## config.mk

```make
export PLATFORM = sky130hd
export DESIGN_NAME = isc_div
export DESIGN_NICKNAME = d
export VERILOG_FILES = /design/src/rtl/core/isc_pkg.sv /design/src/rtl/core/isc_div.sv
export SDC_FILE = /design/constraint.sdc
export NUM_CORES = 2
export LEC_CHECK = 0
export CORE_AREA = 2 2 614 616
export DETAILED_ROUTE_END_ITERATION = 8
export DIE_AREA = 0 0 616 618
export DONT_BUFFER_PORTS = 1
export HOLD_SLACK_MARGIN = 0.03
export RECOVER_POWER = 100
export SYNTH_ARGS = -nofsm -noshare
export SYNTH_HDL_FRONTEND = slang
export SYNTH_SLANG_ARGS = --single-unit
```

## constraint.sdc

```tcl
create_clock -name i_clk -period 14.8 [get_ports i_clk]
set_clock_uncertainty 0.1 [all_clocks]
set_input_delay 0.74 -clock i_clk [delete_from_list [all_inputs] [get_ports i_clk]]
set_output_delay 0.74 -clock i_clk [all_outputs]
set_load 0.005 [all_outputs]
```

## src/rtl/core/isc_pkg.sv

```systemverilog
// Shared types and codes for the image/screen coordinate mapper.
// No dependencies; imported by every module of the block.
`timescale 1ns / 1ps

package isc_pkg;

    typedef enum logic [2:0] {
        MODE_IMG2SCR = 3'd0,
        MODE_SCR2IMG = 3'd1,
        MODE_SCR2VIR = 3'd2,
        MODE_VIR2SCR = 3'd3,
        MODE_IMG2VIR = 3'd4,
        MODE_VIR2IMG = 3'd5
    } t_mode;

    typedef enum logic [2:0] {
        CFG_PLACE_X  = 3'd0,
        CFG_PLACE_Y  = 3'd1,
        CFG_FIRST_X  = 3'd2,
        CFG_FIRST_Y  = 3'd3,
        CFG_COMPRESS = 3'd4,
        CFG_ZOOM     = 3'd5,
        CFG_CENTER_X = 3'd6,
        CFG_CENTER_Y = 3'd7
    } t_cfg_idx;

    localparam int ZOOM_BITS = 8;

    typedef struct packed {
        logic vld;
        logic neg;
        logic bad;
    } t_ctl;

endpackage

```

## src/rtl/core/isc_div.sv

```systemverilog
// Pipelined restoring divider: one quotient bit per register stage.
// Carries the isc_pkg control word alongside the data.
`timescale 1ns / 1ps

module isc_div import isc_pkg::*; #(
    parameter int NW = 45,
    parameter int DW = 16
) (
    input  logic          i_clk,
    input  logic          i_rst_n,
    input  logic          i_en,
    input  t_ctl          i_ctl,
    input  logic [NW-1:0] i_mag,
    input  logic [DW-1:0] i_den,
    output t_ctl          o_ctl,
    output logic [NW-1:0] o_quo
);

    logic [DW-1:0] r_rem [NW];
    logic [NW-1:0] r_dq  [NW];
    logic [DW-1:0] r_den [NW];
    t_ctl          r_ctl [NW];

    genvar j;
    generate
        for (j = 0; j < NW; j++) begin : g_stage
            logic [DW-1:0] rem_in, den_in, n_rem;
            logic [NW-1:0] dq_in, n_dq;
            t_ctl          ctl_in;
            logic [DW:0]   trial, diff;

            if (j == 0) begin : g_first
                assign rem_in = '0;
                assign dq_in  = i_mag;
                assign den_in = i_den;
                assign ctl_in = i_ctl;
            end else begin : g_next
                assign rem_in = r_rem[j-1];
                assign dq_in  = r_dq[j-1];
                assign den_in = r_den[j-1];
                assign ctl_in = r_ctl[j-1];
            end

            assign trial = {rem_in, dq_in[NW-1]};
            assign diff  = trial - {1'b0, den_in};
            assign n_rem = diff[DW] ? trial[DW-1:0] : diff[DW-1:0];
            assign n_dq  = {dq_in[NW-2:0], ~diff[DW]};

            always_ff @(posedge i_clk) begin
                if (!i_rst_n) begin
                    r_ctl[j] <= '0;
                end else if (i_en) begin
                    r_ctl[j] <= ctl_in;
                end
            end

            always_ff @(posedge i_clk) begin
                if (i_en) begin
                    r_rem[j] <= n_rem;
                    r_dq[j]  <= n_dq;
                    r_den[j] <= den_in;
                end
            end
        end
    endgenerate

    assign o_ctl = r_ctl[NW-1];
    assign o_quo = r_dq[NW-1];

endmodule

```

==> impl_metrics.ini <==
[run_status]
outcome = finished, violations left
violations = max-capacitance violations, max-slew violations

[power]
total_leakage_power_nw = 63.48
power_per_cell_area_nw_per_um2 = 207.6
peakVddDrop_v = 0.00009898

[setup_path]
timing.critical_path.mode_cell = buf_16
cp_cell_sequence = buf_16 > clkbuf_1 > buf_16 > buf_16
crit_path_end_kind = flop
critPathMaxFanout = 188
timing.critical_path.arrival_ns = 9.43
setup.worst_path.start_class = input port
worst_path_largest_cell_delay_ns = 6.74
crit_buf_inv = 4
crit_required_ns = 15.23
worst_path_dominant_cell_family = buffers and inverters
timing.setup.critical_path_class = in -> reg
crit_slowest_cell = clkbuf_1

[drt]
wl_per_cell_um = 15.35
detail_route.first_pass.iterations = 6
met3WireLength_um = 8162
routed-wl-met2_um = 112100
detailedRoute.firstIterationViolations = 4919
dr_vias_cell = 4.896
highest-signal-layer = met4
detailroute.via_count = 73680
route.antenna.remaining_nets = 0
drt_wl_total_um = 230900
wirelength_met1_um = 102800
drt_drc_violations_left = 0

[die]
initial_core_utilization_pct = 39.87
io_pins = 115
fp.dieH_um = 618
core-area_um2 = 374100
floorplan.die.width_um = 616
std_cell_rows = 225
floorplan.die_area_um2 = 380700

[yosys]
synth_async_sr_flop_share_pct = 0
synth_sequential_area_ratio_pct = 71.83
synth_cell_types = 78
yosys_register_bits = 3568
yosys_warnings = 0
synth.cell_area_um2 = 149200
yosys-top-cells-area = edfxtp_1, ha_1, mux2_2
synth_commonest_cells = edfxtp_1, inv_1, ha_1
synth_top_area_share_pct = 71.83
dominantRegCellSynth = edfxtp_1
synth_largest_area_cell = edfxtp_1
yosysMostFrequentCell = edfxtp_1
synth_area_per_cell_um2 = 15.97
syn_inst = 9338
synth-edff-count = 3568

[global_routing]
grt_start_max_net_pins = 305
grt_antenna_before_repair = 4
track_usage_pct = 11.88
first_global_vias = 75430
grt_pass1_wl_um = 381900
overflow = 0

[cts]
clock_tree.htree_level_count = 5
clk_pin_slew_worst_paths_ns = 0.06
clock_sink_count = 3568
cts.root.buffer_cell = clkbuf_16
clk-insertion-delay-late_ns = 0.93
tritoncts.num_buffers = 383
clock_path_buffers = 4
cts_tree = yes

[place]
port_buffers = 0
place_hpwl_um = 143500
gp_routability_congestion = 0.8228
dp_cells = 14290

[sta]
min_period_ns = 8.995
final_hold_viol_count = 0
setup_viol_count_final = 0
timing_max_transition_violations_final = 897
tcrit_tclk_final_pct = 60.78
worstMarginPinSlew_ns = 9.897
grt_setup_unrepaired = false
max-slew-margin-rel_pct = -559.8
fmax_ghz = 0.1112
post_route_setup_tns_ns = 0

[final_layout]
synthToLayoutAreaGrowth_pct = 12.93
post_route_cells_drive_above_1_share_pct = 11.40
finalNonFillerCells = 15050
nets = 10560

[worst_hold_path]
hp-class = in -> reg

[job]
max-cap-violations = 19
metrics by stage:
stage	hold WS (ns)	utilization [%]	instance area (um2)	total power, W	setup WS, ns
floorplan	0.3003	-	149200	0.02329	9.655
global placement	0.3001	41.62	155700	0.02547	8.703
detailed placement	0.3045	41.62	155700	0.02587	8.483
CTS	0.1059	45.10	168700	0.03551	9.603
global route	0.2446	45.02	168400	0.03721	4.806
finish	0.2477	45.02	168400	0.03497	5.805
final timing paths:
path | start | end | slack, ns | depth (start not counted)
hold reg to reg | r_dq[2][288] | r_dq[2][334] | 0.28 | 0
hold / removal | i_en | r_dq[0][48] | 0.25 | 1
setup / recovery | i_en | r_dq[1][502] | 5.80 | 4
setup reg to reg | r_den[0][160] | r_rem[0][182] | 9.11 | 11
power by group:
group          internal [W]  switching, W
Combinational       0.00553       0.00568
Clock               0.00543       0.00388
Sequential           0.0137      0.000801
Total                0.0246        0.0104
routing by layer:
metal	global-route usage (%)	vias to the layer above
met5	0	-
li1	-	35970
met4	4.650	0
met1	15.34	36000
met2	20.08	1160
met3	1.866	546
cell families after synthesis:
group | share of synthesized area, %
xor+xnor | 3.270
other cells | 0.002514
mux | 5.116
simple gates | 4.806
flops | 71.83
compound gates | 5.880
fa+ha+maj | 6.491
buf+inv | 2.607
layout by cell type, fill, tap and decap left out, types with 74 or more instances in the layout:
cell	instances
clkbuf_16	387
mux2_2	546
clkbuf_1	122
edfxtp_1	3568
o21a_1	83
nor3_1	131
nor2_1	364
xor2_1	147
xnor2_1	402
ha_1	705
inv_1	920
mux2i_1	108
nand2b_1	74
nand2_1	222
a21o_1	158
and3_1	175
nand3_1	97
a21oi_1	405
nor2b_1	140
o21ai_0	306
final cells by class:
cell class / instances / area, um2
well taps: 4994 / 6248
fillers: 32390 / 205700
repair buffers: 114 / 1239
flip-flops and latches: 3568 / 107100
multi-input cells: 4761 / 38050
diodes: 2 / 5.005
clock buffers: 477 / 10020
inverters: 920 / 3453
clock inverters: 211 / 2287
sequential cells by signal (all words and copies together), names as in the netlist:
register and cells:
r_rem 704, r_ctl 135, r_dq 2025, r_den 704
what timing repair did:
| item | CTS | global route |
|---|---|---|
| resized for setup | 0 | 0 |
| hold buffers | 67 | 0 |
| hold endpoints to repair | 293 | 0 |
| buffers inserted | 0 | 0 |
No activity file was read; power rests on OpenSTA's default activity.
